$ cat src/rtl/jts_pkg.sv
package jts_pkg;

    // default sizes
    localparam int MAX_LEXEME_DEF  = 256;
    localparam int LINE_BITS_DEF   = 20;
    localparam int QUEUE_DEPTH_DEF = 4;

    // word buffer and output clipping
    localparam int WORD_DEPTH   = 5;
    localparam int LEN_OUT_MAX  = 511;
    localparam int LINE_OUT_MAX = 1048575;

    // characters
    localparam logic [7:0] CH_TAB    = 8'h09;
    localparam logic [7:0] CH_NL     = 8'h0A;
    localparam logic [7:0] CH_SPACE  = 8'h20;
    localparam logic [7:0] CH_QUOTE  = 8'h22;
    localparam logic [7:0] CH_PLUS   = 8'h2B;
    localparam logic [7:0] CH_COMMA  = 8'h2C;
    localparam logic [7:0] CH_MINUS  = 8'h2D;
    localparam logic [7:0] CH_DOT    = 8'h2E;
    localparam logic [7:0] CH_0      = 8'h30;
    localparam logic [7:0] CH_9      = 8'h39;
    localparam logic [7:0] CH_COLON  = 8'h3A;
    localparam logic [7:0] CH_UA     = 8'h41;
    localparam logic [7:0] CH_UE     = 8'h45;
    localparam logic [7:0] CH_UZ     = 8'h5A;
    localparam logic [7:0] CH_LBRACK = 8'h5B;
    localparam logic [7:0] CH_RBRACK = 8'h5D;
    localparam logic [7:0] CH_LA     = 8'h61;
    localparam logic [7:0] CH_LE     = 8'h65;
    localparam logic [7:0] CH_LZ     = 8'h7A;
    localparam logic [7:0] CH_LBRACE = 8'h7B;
    localparam logic [7:0] CH_RBRACE = 8'h7D;

    typedef enum logic [3:0] {
        KIND_COLON    = 4'd0,
        KIND_LBRACE   = 4'd1,
        KIND_RBRACE   = 4'd2,
        KIND_LBRACKET = 4'd3,
        KIND_RBRACKET = 4'd4,
        KIND_COMMA    = 4'd5,
        KIND_STRING   = 4'd6,
        KIND_NUMBER   = 4'd7,
        KIND_TRUE     = 4'd8,
        KIND_FALSE    = 4'd9,
        KIND_NULL     = 4'd10,
        KIND_END      = 4'd11,
        KIND_ERROR    = 4'd12
    } kind_t;

    typedef enum logic [2:0] {
        ERR_NONE   = 3'd0,
        ERR_CHAR   = 3'd1,
        ERR_UNTERM = 3'd2,
        ERR_LONG   = 3'd3,
        ERR_EOT    = 3'd4,
        ERR_WORD   = 3'd5
    } code_t;

    typedef enum logic [3:0] {
        M_IDLE,
        M_STR,
        M_STR_OVER,
        M_INT,
        M_DOT,
        M_FRAC,
        M_E,
        M_SIGN,
        M_EXP,
        M_WORD
    } mode_t;

    typedef struct packed {
        kind_t      kind;
        code_t      code;
        logic [7:0] bad;
    } tok_t;

    // all tokens caused by one input item
    typedef struct packed {
        logic [1:0]      count;
        tok_t [2:0]      tok;
        logic [8:0]      len;
        logic [19:0]     line;
    } bundle_t;

    function automatic tok_t make_tok(input kind_t kind, input code_t code,
                                      input logic [7:0] bad);
        tok_t t;
        t.kind = kind;
        t.code = code;
        t.bad  = bad;
        return t;
    endfunction

    // keyword lookup, KIND_ERROR when the word is no keyword
    function automatic kind_t word_kind(input logic [WORD_DEPTH-1:0][7:0] w,
                                        input logic is4, input logic is5,
                                        input logic too_long);
        kind_t k;
        logic [31:0] w4;
        logic [39:0] w5;
        w4 = {w[0], w[1], w[2], w[3]};
        w5 = {w[0], w[1], w[2], w[3], w[4]};
        k  = KIND_ERROR;
        if (!too_long && is4)
        begin
            if (w4 == "true" || w4 == "TRUE")
                k = KIND_TRUE;
            else if (w4 == "null" || w4 == "NULL")
                k = KIND_NULL;
        end
        else if (!too_long && is5)
        begin
            if (w5 == "false" || w5 == "FALSE")
                k = KIND_FALSE;
        end
        return k;
    endfunction

endpackage

$ cat src/rtl/json_token_scanner.sv
// channel  direction  handshake            payload
// input    in         in_valid / in_stall   byte_in, end_of_text
// output   out        out_valid / out_stall token_kind, error_code, bad_byte,
//                                           lexeme_length, line_number, last_of_run
//
// one input transfer per cycle unless in_stall; an item that yields k tokens
// takes k output transfers (k is 0 to 3), the token queue absorbs bursts
// the classifier state loop (one byte, one state step) sets the input rate
// first token of an item goes through a queue slot, then the output register
// rst_n clears scan state, queue and out_valid at once; the line counter resets to 1
// in_stall rises only while the token queue is full
module json_token_scanner
    import jts_pkg::*;
#(
    parameter int MAX_LEXEME  = MAX_LEXEME_DEF,
    parameter int LINE_BITS   = LINE_BITS_DEF,
    parameter int QUEUE_DEPTH = QUEUE_DEPTH_DEF
)
(
    input  logic        clk,
    input  logic        rst_n,
    // input channel
    input  logic        in_valid,
    output logic        in_stall,
    input  logic [7:0]  byte_in,
    input  logic        end_of_text,
    // output channel
    output logic        out_valid,
    input  logic        out_stall,
    output logic [3:0]  token_kind,
    output logic [2:0]  error_code,
    output logic [7:0]  bad_byte,
    output logic [8:0]  lexeme_length,
    output logic [19:0] line_number,
    output logic        last_of_run
);

    // front to queue
    logic    push;
    logic    q_full;
    bundle_t push_data;

    // queue to back
    logic    pop;
    logic    head_valid;
    bundle_t head;

    // classifier: scan state, counters, keyword buffer; one byte per transfer
    jts_front #(
        .MAX_LEXEME (MAX_LEXEME),
        .LINE_BITS  (LINE_BITS)
    ) u_front (
        .clk         (clk),
        .rst_n       (rst_n),
        .in_valid    (in_valid),
        .in_stall    (in_stall),
        .byte_in     (byte_in),
        .end_of_text (end_of_text),
        .q_full      (q_full),
        .push        (push),
        .bundle      (push_data)
    );

    // short queue of token bundles, decouples both sides
    jts_queue #(
        .DEPTH (QUEUE_DEPTH)
    ) u_queue (
        .clk        (clk),
        .rst_n      (rst_n),
        .push       (push),
        .push_data  (push_data),
        .full       (q_full),
        .pop        (pop),
        .head_valid (head_valid),
        .head       (head)
    );

    // token sequencer: unpacks a bundle one token per output transfer
    jts_back u_back (
        .clk           (clk),
        .rst_n         (rst_n),
        .head_valid    (head_valid),
        .head          (head),
        .pop           (pop),
        .out_valid     (out_valid),
        .out_stall     (out_stall),
        .token_kind    (token_kind),
        .error_code    (error_code),
        .bad_byte      (bad_byte),
        .lexeme_length (lexeme_length),
        .line_number   (line_number),
        .last_of_run   (last_of_run)
    );

endmodule

$ cat src/rtl/jts_front.sv
module jts_front
    import jts_pkg::*;
#(
    parameter int MAX_LEXEME = MAX_LEXEME_DEF,
    parameter int LINE_BITS  = LINE_BITS_DEF
)
(
    input  logic       clk,
    input  logic       rst_n,
    input  logic       in_valid,
    output logic       in_stall,
    input  logic [7:0] byte_in,
    input  logic       end_of_text,
    input  logic       q_full,
    output logic       push,
    output bundle_t    bundle
);

    localparam int LEX_W = $clog2(MAX_LEXEME + 1);
    localparam logic [LEX_W-1:0] LEX_MAX  = LEX_W'(MAX_LEXEME);
    localparam logic [LEX_W-1:0] WORD_LIM = LEX_W'(WORD_DEPTH);
    localparam logic [LINE_BITS-1:0] LINE_MAX = '1;

    mode_t                      mode_reg, mode_next;
    logic [LEX_W-1:0]           cnt_reg, cnt_next, cnt_inc;
    logic [LINE_BITS-1:0]       line_reg, line_next;
    logic                       tl_reg, tl_next;
    logic [WORD_DEPTH-1:0][7:0] word_reg;
    logic                       word_we;
    logic [2:0]                 word_idx;

    logic accept, eot, run_idle;
    logic c_dig, c_alpha, c_e, c_dot, c_sign, c_quote, c_ws, c_nl, c_punct;
    kind_t punct_kind;
    logic [1:0] n;
    tok_t [2:0] tok;
    logic [8:0] len;
    logic idle_has;
    tok_t idle_tok;

    function automatic logic [8:0] len_clip(input logic [LEX_W-1:0] v);
        return (32'(v) > 32'(LEN_OUT_MAX)) ? 9'(LEN_OUT_MAX) : 9'(v);
    endfunction

    assign in_stall = q_full;
    assign accept   = in_valid && !q_full;
    assign eot      = end_of_text;

    assign c_dig   = !eot && (byte_in inside {[CH_0:CH_9]});
    assign c_alpha = !eot && (byte_in inside {[CH_LA:CH_LZ], [CH_UA:CH_UZ]});
    assign c_e     = !eot && (byte_in inside {CH_LE, CH_UE});
    assign c_dot   = !eot && (byte_in == CH_DOT);
    assign c_sign  = !eot && (byte_in inside {CH_PLUS, CH_MINUS});
    assign c_quote = !eot && (byte_in == CH_QUOTE);
    assign c_ws    = !eot && (byte_in inside {CH_SPACE, CH_TAB});
    assign c_nl    = !eot && (byte_in == CH_NL);
    assign cnt_inc = (cnt_reg < LEX_MAX) ? cnt_reg + 1'b1 : cnt_reg;

    always_comb
    begin
        c_punct    = !eot;
        punct_kind = KIND_COLON;
        case (byte_in)
            CH_COLON:  punct_kind = KIND_COLON;
            CH_LBRACE: punct_kind = KIND_LBRACE;
            CH_RBRACE: punct_kind = KIND_RBRACE;
            CH_LBRACK: punct_kind = KIND_LBRACKET;
            CH_RBRACK: punct_kind = KIND_RBRACKET;
            CH_COMMA:  punct_kind = KIND_COMMA;
            default:   c_punct    = 1'b0;
        endcase
    end

    // byte ends the current lexeme and is scanned again as if in idle
    always_comb
    begin
        case (mode_reg)
            M_IDLE:  run_idle = 1'b1;
            M_INT:   run_idle = !(c_dig || c_dot || c_e);
            M_FRAC:  run_idle = !(c_dig || c_e);
            M_EXP:   run_idle = !c_dig;
            M_WORD:  run_idle = !c_alpha;
            default: run_idle = 1'b0;
        endcase
    end

    // next state
    always_comb
    begin
        mode_next = mode_reg;
        cnt_next  = cnt_reg;
        line_next = line_reg;
        tl_next   = tl_reg;
        word_we   = 1'b0;
        word_idx  = cnt_reg[2:0];
        if (run_idle)
        begin
            mode_next = M_IDLE;
            if (c_quote)
            begin
                mode_next = M_STR;
                cnt_next  = '0;
            end
            else if (c_dig)
            begin
                mode_next = M_INT;
                cnt_next  = LEX_W'(1);
            end
            else if (c_alpha)
            begin
                mode_next = M_WORD;
                cnt_next  = LEX_W'(1);
                tl_next   = 1'b0;
                word_we   = 1'b1;
                word_idx  = 3'd0;
            end
            else if (c_nl && line_reg != LINE_MAX)
            begin
                line_next = line_reg + 1'b1;
            end
        end
        else
        begin
            case (mode_reg)
                M_STR, M_STR_OVER:
                begin
                    if (eot || c_quote)
                        mode_next = M_IDLE;
                    else if (mode_reg == M_STR && cnt_reg < LEX_MAX)
                        cnt_next = cnt_reg + 1'b1;
                    else
                        mode_next = M_STR_OVER;
                end
                M_INT:
                begin
                    cnt_next = cnt_inc;
                    if (c_dot)
                        mode_next = M_DOT;
                    else if (c_e)
                        mode_next = M_E;
                end
                M_DOT:
                begin
                    if (c_dig)
                    begin
                        cnt_next  = cnt_inc;
                        mode_next = M_FRAC;
                    end
                    else
                        mode_next = M_IDLE;
                end
                M_FRAC:
                begin
                    cnt_next = cnt_inc;
                    if (c_e)
                        mode_next = M_E;
                end
                M_E:
                begin
                    if (c_sign)
                    begin
                        cnt_next  = cnt_inc;
                        mode_next = M_SIGN;
                    end
                    else if (c_dig)
                    begin
                        cnt_next  = cnt_inc;
                        mode_next = M_EXP;
                    end
                    else
                        mode_next = M_IDLE;
                end
                M_SIGN:
                begin
                    if (c_dig)
                    begin
                        cnt_next  = cnt_inc;
                        mode_next = M_EXP;
                    end
                    else
                        mode_next = M_IDLE;
                end
                M_EXP:
                begin
                    cnt_next = cnt_inc;
                end
                M_WORD:
                begin
                    if (cnt_reg < WORD_LIM)
                        word_we = 1'b1;
                    else
                        tl_next = 1'b1;
                    cnt_next = cnt_inc;
                end
                default:
                begin
                    mode_next = M_IDLE;
                end
            endcase
        end
    end

    // token emitted by the idle scan of this byte
    always_comb
    begin
        idle_has = 1'b1;
        idle_tok = make_tok(KIND_ERROR, ERR_CHAR, byte_in);
        if (eot)
            idle_tok = make_tok(KIND_END, ERR_NONE, 8'h00);
        else if (c_punct)
            idle_tok = make_tok(punct_kind, ERR_NONE, 8'h00);
        else if (c_ws || c_nl || c_quote || c_dig || c_alpha)
            idle_has = 1'b0;
    end

    // tokens of this item
    always_comb
    begin
        n   = 2'd0;
        len = 9'd0;
        tok = '0;
        case (mode_reg)
            M_STR, M_STR_OVER:
            begin
                if (eot)
                begin
                    tok[0] = make_tok(KIND_ERROR, ERR_UNTERM, 8'h00);
                    tok[1] = make_tok(KIND_END, ERR_NONE, 8'h00);
                    n      = 2'd2;
                end
                else if (c_quote)
                begin
                    tok[0] = (mode_reg == M_STR) ? make_tok(KIND_STRING, ERR_NONE, 8'h00)
                                                 : make_tok(KIND_ERROR, ERR_LONG, 8'h00);
                    len    = len_clip(cnt_reg);
                    n      = 2'd1;
                end
            end
            M_INT, M_FRAC, M_EXP:
            begin
                if (run_idle)
                begin
                    tok[0] = make_tok(KIND_NUMBER, ERR_NONE, 8'h00);
                    len    = len_clip(cnt_reg);
                    n      = 2'd1;
                end
            end
            M_DOT, M_E, M_SIGN:
            begin
                if (mode_reg == M_DOT && c_dot)
                begin
                    // second dot closes the number and is reported twice
                    tok[0] = make_tok(KIND_NUMBER, ERR_NONE, 8'h00);
                    tok[1] = make_tok(KIND_ERROR, ERR_CHAR, CH_DOT);
                    tok[2] = make_tok(KIND_ERROR, ERR_CHAR, CH_DOT);
                    len    = len_clip((cnt_reg != '0) ? cnt_reg - 1'b1 : cnt_reg);
                    n      = 2'd3;
                end
                else if (mode_next == M_IDLE)
                begin
                    if (eot)
                    begin
                        tok[0] = make_tok(KIND_ERROR, ERR_EOT, 8'h00);
                        tok[1] = make_tok(KIND_END, ERR_NONE, 8'h00);
                        n      = 2'd2;
                    end
                    else
                    begin
                        tok[0] = make_tok(KIND_ERROR, ERR_CHAR, byte_in);
                        n      = 2'd1;
                    end
                end
            end
            M_WORD:
            begin
                if (run_idle)
                begin
                    tok[0] = make_tok(word_kind(word_reg, cnt_reg == LEX_W'(4),
                                                cnt_reg == LEX_W'(5), tl_reg),
                                      ERR_NONE, 8'h00);
                    if (tok[0].kind == KIND_ERROR)
                        tok[0].code = ERR_WORD;
                    n = 2'd1;
                end
            end
            default:
            begin
                n = 2'd0;
            end
        endcase
        if (run_idle && idle_has)
        begin
            if (n == 2'd0)
                tok[0] = idle_tok;
            else
                tok[1] = idle_tok;
            n = n + 2'd1;
        end
    end

    assign push         = accept && (n != 2'd0);
    assign bundle.count = n;
    assign bundle.tok   = tok;
    assign bundle.len   = len;
    assign bundle.line  = (32'(line_reg) > 32'(LINE_OUT_MAX)) ? 20'(LINE_OUT_MAX)
                                                               : 20'(line_reg);

    always_ff @(posedge clk or negedge rst_n)
    begin
        if (!rst_n)
        begin
            mode_reg <= M_IDLE;
            cnt_reg  <= '0;
            line_reg <= LINE_BITS'(1);
            tl_reg   <= 1'b0;
        end
        else if (accept)
        begin
            mode_reg <= mode_next;
            cnt_reg  <= cnt_next;
            line_reg <= line_next;
            tl_reg   <= tl_next;
        end
    end

    always_ff @(posedge clk)
    begin
        if (accept && word_we)
            word_reg[word_idx] <= byte_in;
    end

`ifndef SYNTHESIS
    a_cnt_bound: assert property (@(posedge clk) disable iff (!rst_n)
        cnt_reg <= LEX_MAX)
        else $error("lexeme count above limit");
    a_line_nonzero: assert property (@(posedge clk) disable iff (!rst_n)
        line_reg != '0)
        else $error("line counter wrapped to zero");
`endif

endmodule

$ cat src/rtl/jts_queue.sv
module jts_queue
    import jts_pkg::*;
#(
    parameter int DEPTH = QUEUE_DEPTH_DEF
)
(
    input  logic    clk,
    input  logic    rst_n,
    input  logic    push,
    input  bundle_t push_data,
    output logic    full,
    input  logic    pop,
    output logic    head_valid,
    output bundle_t head
);

    localparam int PTR_W = (DEPTH > 1) ? $clog2(DEPTH) : 1;
    localparam int CNT_W = $clog2(DEPTH + 1);
    localparam logic [PTR_W-1:0] PTR_LAST = PTR_W'(DEPTH - 1);
    localparam logic [CNT_W-1:0] CNT_FULL = CNT_W'(DEPTH);

    bundle_t          slot_reg [DEPTH];
    logic [PTR_W-1:0] wr_ptr_reg, wr_ptr_next;
    logic [PTR_W-1:0] rd_ptr_reg, rd_ptr_next;
    logic [CNT_W-1:0] cnt_reg, cnt_next;

    assign full       = (cnt_reg == CNT_FULL);
    assign head_valid = (cnt_reg != '0);
    assign head       = slot_reg[rd_ptr_reg];

    always_comb
    begin
        wr_ptr_next = wr_ptr_reg;
        rd_ptr_next = rd_ptr_reg;
        cnt_next    = cnt_reg;
        if (push)
            wr_ptr_next = (wr_ptr_reg == PTR_LAST) ? '0 : wr_ptr_reg + 1'b1;
        if (pop)
            rd_ptr_next = (rd_ptr_reg == PTR_LAST) ? '0 : rd_ptr_reg + 1'b1;
        if (push && !pop)
            cnt_next = cnt_reg + 1'b1;
        else if (pop && !push)
            cnt_next = cnt_reg - 1'b1;
    end

    always_ff @(posedge clk or negedge rst_n)
    begin
        if (!rst_n)
        begin
            wr_ptr_reg <= '0;
            rd_ptr_reg <= '0;
            cnt_reg    <= '0;
        end
        else
        begin
            wr_ptr_reg <= wr_ptr_next;
            rd_ptr_reg <= rd_ptr_next;
            cnt_reg    <= cnt_next;
        end
    end

    always_ff @(posedge clk)
    begin
        if (push)
            slot_reg[wr_ptr_reg] <= push_data;
    end

`ifndef SYNTHESIS
    a_no_overflow: assert property (@(posedge clk) disable iff (!rst_n)
        !(push && full))
        else $error("queue written while full");
    a_no_underflow: assert property (@(posedge clk) disable iff (!rst_n)
        !(pop && !head_valid))
        else $error("queue read while empty");
`endif

endmodule

$ cat src/rtl/jts_back.sv
module jts_back
    import jts_pkg::*;
(
    input  logic        clk,
    input  logic        rst_n,
    input  logic        head_valid,
    input  bundle_t     head,
    output logic        pop,
    output logic        out_valid,
    input  logic        out_stall,
    output logic [3:0]  token_kind,
    output logic [2:0]  error_code,
    output logic [7:0]  bad_byte,
    output logic [8:0]  lexeme_length,
    output logic [19:0] line_number,
    output logic        last_of_run
);

    logic        out_valid_reg;
    tok_t        tok_reg;
    logic [8:0]  len_reg;
    logic [19:0] line_reg;
    logic        last_reg;
    logic [1:0]  idx_reg, idx_next;
    logic        load, last;
    tok_t        cur_tok;

    assign load = head_valid && (!out_valid_reg || !out_stall);
    assign last = (idx_reg == head.count - 2'd1);
    assign pop  = load && last;

    always_comb
    begin
        case (idx_reg)
            2'd0:    cur_tok = head.tok[0];
            2'd1:    cur_tok = head.tok[1];
            default: cur_tok = head.tok[2];
        endcase
    end

    always_comb
    begin
        idx_next = idx_reg;
        if (load)
            idx_next = last ? 2'd0 : idx_reg + 2'd1;
    end

    always_ff @(posedge clk or negedge rst_n)
    begin
        if (!rst_n)
        begin
            out_valid_reg <= 1'b0;
            idx_reg       <= 2'd0;
        end
        else
        begin
            if (!out_valid_reg || !out_stall)
                out_valid_reg <= head_valid;
            idx_reg <= idx_next;
        end
    end

    always_ff @(posedge clk)
    begin
        if (load)
        begin
            tok_reg  <= cur_tok;
            len_reg  <= (idx_reg == 2'd0) ? head.len : 9'd0;
            line_reg <= head.line;
            last_reg <= last;
        end
    end

    assign out_valid     = out_valid_reg;
    assign token_kind    = tok_reg.kind;
    assign error_code    = tok_reg.code;
    assign bad_byte      = tok_reg.bad;
    assign lexeme_length = len_reg;
    assign line_number   = line_reg;
    assign last_of_run   = last_reg;

`ifndef SYNTHESIS
    a_idx_in_bundle: assert property (@(posedge clk) disable iff (!rst_n)
        head_valid |-> (idx_reg < head.count))
        else $error("token index beyond bundle");
`endif

endmodule

$ cat config.mk
export PLATFORM = sky130hd
export DESIGN_NAME = json_token_scanner
export DESIGN_NICKNAME = d
export VERILOG_FILES = /design/src/rtl/jts_pkg.sv /design/src/rtl/json_token_scanner.sv /design/src/rtl/jts_front.sv /design/src/rtl/jts_queue.sv /design/src/rtl/jts_back.sv
export SDC_FILE = /design/constraint.sdc
export NUM_CORES = 1
export LEC_CHECK = 0
export ABC_AREA = 0
export CAP_MARGIN = 40
export CORE_MARGIN = 2
export CORE_UTILIZATION = 35
export DETAILED_ROUTE_END_ITERATION = 8
export DONT_BUFFER_PORTS = 1
export PLACE_DENSITY = 0.57
export SLEW_MARGIN = 20
export SYNTH_ARGS = -nofsm -noshare
export SYNTH_HDL_FRONTEND = slang
export SYNTH_SLANG_ARGS = --single-unit
export TNS_END_PERCENT = 20
$ cat constraint.sdc
create_clock -name clk -period 6.4 [get_ports clk]
set_clock_uncertainty 0.15 [all_clocks]
set_input_delay 0.64 -clock clk [delete_from_list [all_inputs] [get_ports clk]]
set_output_delay 0.64 -clock clk [all_outputs]
set_load 0.05 [all_outputs]
* After elaboration in Yosys (flattened, before gate mapping)
Memory sizes are Yosys's and may differ from the RTL's.
Index checks and enable logic that the tools add are counted.
** Storage, ports and cells
- Flip-flop bits (word level) :: 129
- RAM bits :: 304
- Input port bits :: 13
- Output and inout port bits :: 47
- Logic and storage cells :: 257
- Memories kept :: 1
** Operators by class
- $add $sub $neg :: 10
- Order comparisons :: 10
- Equal/unequal tests :: 46
- Muxes and demuxes :: 95
- Bitwise logic cells :: 3
- Reduce and logical (&&, ||, !) cells :: 72
** Memories
- u_queue.slot_reg :: depth 4, width 76, read ports 1, clocked after memory_dff 0, write ports 1, RTL line jts_queue.sv:22 : bundle_t slot_reg [DEPTH];
** Operator list (number)
- $mux 15 :: 11
- $eq 32x31->1 const B :: 4
- $mux 9 :: 14
- $mux 30 :: 3
- $eq 40x39->1 const B :: 2
- $mux 4 :: 15
- $pmux 15 s2 :: 2
- $pmux 15 s4 :: 1
- $eq 8x6->1 const B :: 7
- $eq 8x7->1 const B :: 6
- $bwmux 40 :: 1
- $pmux 9 s4 :: 1
- $mux 3 :: 10
- $pmux 4 s7 :: 1
- $pmux 9 s3 :: 1
- $logic_and 1x1->1 :: 25
- $demux 8 s3 :: 1
- $add 20x1->20 const B :: 1
- $mux 1 :: 20
- $ne 20x20->1 const B :: 1
- $eq 9x3->1 const B :: 2
- $eq 4x3->1 const B :: 4
- $eq 8x4->1 const B :: 2
- $ge 8x7->1 const B :: 2
- other kinds (47) :: 99

* Depth between registers and ports, before layout
- Word-level depth :: 20
- Mapped depth :: 17
- Gate-level depth less buffers :: 14

* Hierarchy
A second synthesis with hierarchy kept.
** Second synthesis, totals
- Cell total of the unflattened synthesis :: 1101
- Area, all modules :: 18390.1 um^2
** Modules (own cells, without submodules)
- jts_queue :: instances 1, cells an instance 435, area an instance 11395.9 um^2, seq. area each 9303.9 um^2
- jts_front :: instances 1, cells an instance 541, area an instance 5129.9 um^2, seq. area each 2053.2 um^2
- jts_back :: instances 1, cells an instance 125, area an instance 1864.3 um^2, seq. area each 1426.4 um^2

* Worst setup path after synthesis
No wires, ideal clock.
- Path type :: input port to flip-flop
- Start :: input port byte_in[3]
- End :: memory u_queue.slot_reg[0][0] (netlist name), enable pin
- Library setup time :: 0.424 ns
- Data arrival time :: 4.448 ns
- Required time :: 5.826 ns
- Setup slack :: 1.378 ns
- Cell stages on the path :: 11
- Buffers on the path :: 2
- Cell sequence :: buf_6 -> or3b_4 -> a2111oi_4 -> o31ai_1 -> a21oi_2 -> and3_1 -> clkbuf_1 -> ha_1 -> a311oi_1 -> a311oi_2 -> and2_1
** Between the ends
- Word-level cells in the longest chain between the ends :: 18
- Elaborated cells on any way between the ends :: 80
- Those cells by class :: 1 x add/sub; 6 x order compare; 15 x eq/ne; 25 x mux; 33 x reduce/logical
** RTL lines
- from (decl) :: RTL line json_token_scanner.sv:25 : input logic [7:0] byte_in,
- $ge 8x7->1 (tied with other cells) :: RTL line jts_front.sv:50 : assign c_alpha = !eot && (byte_in inside {[CH_LA:CH_LZ], [CH_UA:CH_UZ]});
- $logic_and 1x1->1, on equally long branches :: RTL line jts_front.sv:50, jts_front.sv:49
- $reduce_bool 2->1 or $logic_and 1x1->1 (tied branches) :: RTL line jts_front.sv:50, jts_front.sv:49
- $logic_and 1x1->1 or $logic_or 1x1->1 (tied branches) :: RTL line jts_front.sv:50, jts_front.sv:79
- $mux 4 or $logic_or 1x1->1 (tied branches) :: RTL line jts_front.sv:109, jts_front.sv:79
- $mux 4 or $logic_not 1->1 (tied branches) :: RTL line jts_front.sv:104, jts_front.sv:79
- $mux 4 or $pmux 1 s5 (tied branches) :: RTL line jts_front.sv:99, jts_front.sv:77
- $mux 4 :: RTL line jts_front.sv:96 : if (run_idle)
- [3 not listed]
- $pmux 2 s3 :: RTL line jts_front.sv:222 : case (mode_reg)
- $add 2x1->2 :: RTL line jts_front.sv:297 : n = n + 2'd1;
- $mux 2 * :: RTL line jts_front.sv:291 : if (run_idle && idle_has)
- $reduce_bool 2->1 * :: RTL line jts_front.sv:301 : assign push = accept && (n != 2'd0);
- $logic_and 1x1->1 * :: RTL line jts_front.sv:301
- via push :: RTL line json_token_scanner.sv:39 : logic push;
- $mux 1 * :: RTL line jts_queue.sv:64 : if (push)
- $mux 1 (implied by the code) * :: RTL line jts_queue.sv:65 : slot_reg[wr_ptr_reg] <= push_data;
- to (decl) :: RTL line jts_queue.sv:22
Mark *: on every way through the listed nets, which the timed path passes. The rest lies on a longest branch.

* Worst setup path after layout
- Start :: register u_front.mode_reg[0]
- End :: memory u_queue.slot_reg[0][35] (netlist name), enable pin
** Between the ends
- Word-level cells in the longest chain between the ends :: 16
- Elaborated cells on any way between the ends :: 35
- Those cells by class :: 1 x add/sub; 9 x eq/ne; 14 x mux; 11 x reduce/logical
** RTL lines
- from (decl) :: RTL line jts_front.sv:24 : mode_t mode_reg, mode_next;
- from (signal assigned) :: RTL line jts_front.sv:319 : mode_reg <= mode_next;
- $eq 4x1->1 :: RTL line jts_front.sv:124, jts_front.sv:129, jts_front.sv:222
- $logic_and 1x1->1 :: RTL line jts_front.sv:129 : else if (mode_reg == M_STR && cnt_reg < LEX_MAX)
- $mux 4 :: RTL line jts_front.sv:129
- $mux 4 :: RTL line jts_front.sv:127 : if (eot || c_quote)
- $pmux 4 s7 :: RTL line jts_front.sv:124 : case (mode_reg)
- $mux 4 :: RTL line jts_front.sv:96
- $logic_not 4->1 :: RTL line jts_front.sv:259 : else if (mode_next == M_IDLE)
- $mux 2 :: RTL line jts_front.sv:259
- $mux 2 :: RTL line jts_front.sv:250 : if (mode_reg == M_DOT && c_dot)
- $pmux 2 s3 :: RTL line jts_front.sv:222
- $add 2x1->2 :: RTL line jts_front.sv:297
- $mux 2 * :: RTL line jts_front.sv:291
- $reduce_bool 2->1 * :: RTL line jts_front.sv:301
- $logic_and 1x1->1 * :: RTL line jts_front.sv:301
- via push :: RTL line json_token_scanner.sv:39
- $mux 1 * :: RTL line jts_queue.sv:64
- $mux 1 (implied by the code) * :: RTL line jts_queue.sv:65
Marks and branches as above.

==> summary.txt <==
Status: finished, final reports clean
Die area: 0.0460 mm2
Initial antenna violation count: 0
Clk_lat worst skew: 570 ps
Top FF cell, synth: edfxtp_1
Routed met2 length: 16000 um
Crit Reg-Reg Endpoint: u_queue.slot_reg[0][35]
Req. time, crit path: 6470 ps
Detailed-route DRC error count: 0
Fmax: 0.207 GHz
Via count: 8451
PostCTS Resize Cnt: 0
Min-Delay Path Class: in2reg
Grt ovf: 0
LEAKAGE: 5.94 nW
WP data arrival: 4900 ps
Final ANT Viol Nets: 0
Max-slew violation count: 0
Area Overhead vs Synth: 14.1%
Sequential area share after synthesis: 0.701
Ant diodes: 0
Crit. Startpoint: u_front.mode_reg[0]
FF-to-FF setup slack: 1570 ps
Origin of the critical flop-to-flop path: u_front.mode_reg[0]
Critical-path cell list: nor2b_1 -> a2111oi_4 -> o31ai_1 -> a21oi_2 -> and3_1 -> ha_1 -> a311oi_1 -> a311oi_2 -> and2_2 -> buf_16 -> buf_4
Die H: 214 um
Via-to-Cell Ratio: 5.27
Yosys top cell area share: 0.630
Cell Rows: 77
Initial DRC count: 799
Routed wire length: 33500 um
Root Driver: clkbuf_16
FF+latch count, synth: 369
H-tree depth: 2
Per-cell routed wire length: 20.9 um
IO Pins: 60
TritonCTS Buffers: 40
P per Cell Area: 477 mW/mm2
Die Wd: 214 um
GRT Util Overall: 0.148
Final Wtd Congestion: 0.875
CP peak stage delay: 630 ps
Setup CP Type: reg2reg
Avg Synthesized Cell Area: 16.3 um2
Final hold vios: 0
Main area contributors after synthesis: edfxtp_1 63%, mux4_2 8.6%, dfrtp_1 6.9%, nand2_1 1.4%, and2_1 1.3%
Distinct cell type count after synthesis: 85
Post-synth top area cell: edfxtp_1
Max clock buf depth: 3
Dpl hpwl: 21200 um
Worst-path clk slew: 60 ps
Fill count: 4017
Worst Hold Margin: 42.0 ps
Layout cells sized above 1: 0.172
Starting Density: 0.353
Pin count of the biggest net entering global routing: 51
CTS tree: built
CP Capture Point: u_queue.slot_reg[0][35]
Global-route wire length before repair: 52000 um
Post-synth EDFFs: 325
Crit end category: flop
Worst Max-Slew Pin Slew: 837 ps
Post-synth ARST share: 0.119
Gate count of the mapped netlist: 952
Number of flip-flops in the largest register: 240
IO Port Bufs: 0
Fin crit share: 0.755
Pre-antenna DRT Iters: 5
Setup_tns: 0 ps
Met3 wire length: 1460 um
RSZ-0062 raised after global routing: false
Max-Cap Viols: 0
Mapped cell area: 0.0155 mm2
Slew HR: 0.438
Register Area: 0.0109 mm2
Max FO, Critical Path: 17
Max VDD drop: 228 uV
Max Used Layer: met4
Multi-input logic area: 0.00440 mm2
Vias in the first global route: 8657
Clock Sinks: 369
Core Area: 0.0439 mm2
Syn_nets: 981
Worst R2R Path Depth: 11
Crit-path slowest cell: nor2b_1
Wl on met1: 15200 um
Commonest cells in the netlist: 325 x edfxtp_1, 59 x mux4_2, 57 x nand2_1, 43 x dfrtp_1, 38 x nor2_1
Yosys Warn Count: 0
Worst setup SP type: flop
Final-stage net count: 1010
Number of setup buffers added after CTS: 0
Min cycle time layout: 4830 ps
Hold_buf cts: 10
Finish-stage setup viols: 0
Top-count cell post-synth: edfxtp_1
[stage by stage]
stage | cells | instance area, um2 | power (W) | utilization | worst slack [ps]
after floorplan | 952 | 15500 | 0.00559 | - | 1380
after global placement | 1514 | 16200 | 0.00623 | 0.369 | 1630
after detailed placement | 1520 | 16300 | 0.00630 | 0.371 | 1480
after CTS | 1602 | 17700 | 0.00855 | 0.402 | 1430
after global routing | 1603 | 17700 | 0.00884 | 0.403 | 1320
final | 1603 | 17700 | 0.00844 | 0.403 | 1570
[kinds of logic after synthesis]
kind of cell             Yosys count  share of synthesized area
flip-flops                       369                      0.701
AND/OR/NAND/NOR                  272                     0.0981
AO/OA/AOI/OAI                    141                     0.0661
multiplexers                      67                     0.0912
buffers and inverters             63                     0.0167
XOR/XNOR                          24                     0.0136
adder cells (fa/ha/maj)           16                     0.0134
[report_power, final]
part	total, W	switching (W)	internal (W)
Sequential	0.00419	0.000822	0.00337
Clock	0.00221	0.000950	0.00126
Combinational	0.00204	0.00118	0.000858
Total	0.00844	0.00295	0.00549
[how the worst min path moves through the flow]
stage               start                   end  cells past startpoint
3_3_place_gp        rst_n    u_front.cnt_reg[2]                      0
3_5_place_dp        rst_n    u_front.cnt_reg[2]                      0
6_report       byte_in[0]  u_front.word_reg[16]                      0
4_1_cts         out_stall      u_back.out_valid                      2
2_1_floorplan       rst_n     u_back.idx_reg[0]                      0
5_1_grt        byte_in[0]  u_front.word_reg[16]                      0
[routing by layer]
layer / vias to the layer above / global-route usage
met5: - / 0
met4: 0 / 0.0484
met3: 49 / 0.0277
met2: 211 / 0.239
met1: 4337 / 0.202
li1: 3854 / -
[worst max-delay path: cells and delay by family, from the launching register on]
kind,cells,cell delay [ps]
flops,1,490
buf+inv,2,530
compound gates,5,1500
simple gates,3,1470
fa+ha+maj,1,340
[area by class of cell]
cell class,count,area share
Sequential cell,369,0.614
Multi-Input combinational cell,520,0.249
Clock buffer,54,0.0601
Tap cell,592,0.0419
Timing Repair Buffer,35,0.0214
Clock inverter,18,0.0102
Inverter,15,0.00318
[placed cells by master, fill, tap and decap left out, drive strengths merged, types with 4 or more instances in the layout]
cell type,synthesis,layout
dfrtp,43,43
a311oi,5,5
a22o,8,8
mux2i,4,4
mux2,4,4
clkbuf,32,54
and2,33,33
nor4b,4,4
nor4bb,4,4
nand4,15,15
a21o,8,8
nor2,38,38
ha,15,15
o31ai,11,11
nor3b,4,4
and3,9,9
dlygate4sd3,0,9
edfxtp,325,325
clkinv,1,11
buf,16,26
a21oi,25,25
xor2,10,10
nor4,14,14
a221o,7,7
o21a,4,4
mux4,59,59
nand2,57,57
or4,9,9
o21ai,34,34
nor3,26,26
a211oi,6,6
nand2b,9,9
inv,14,18
nand3,19,19
nor2b,12,12
xnor2,14,14
o211ai,5,5
Power figures use the tool's default switching activity.
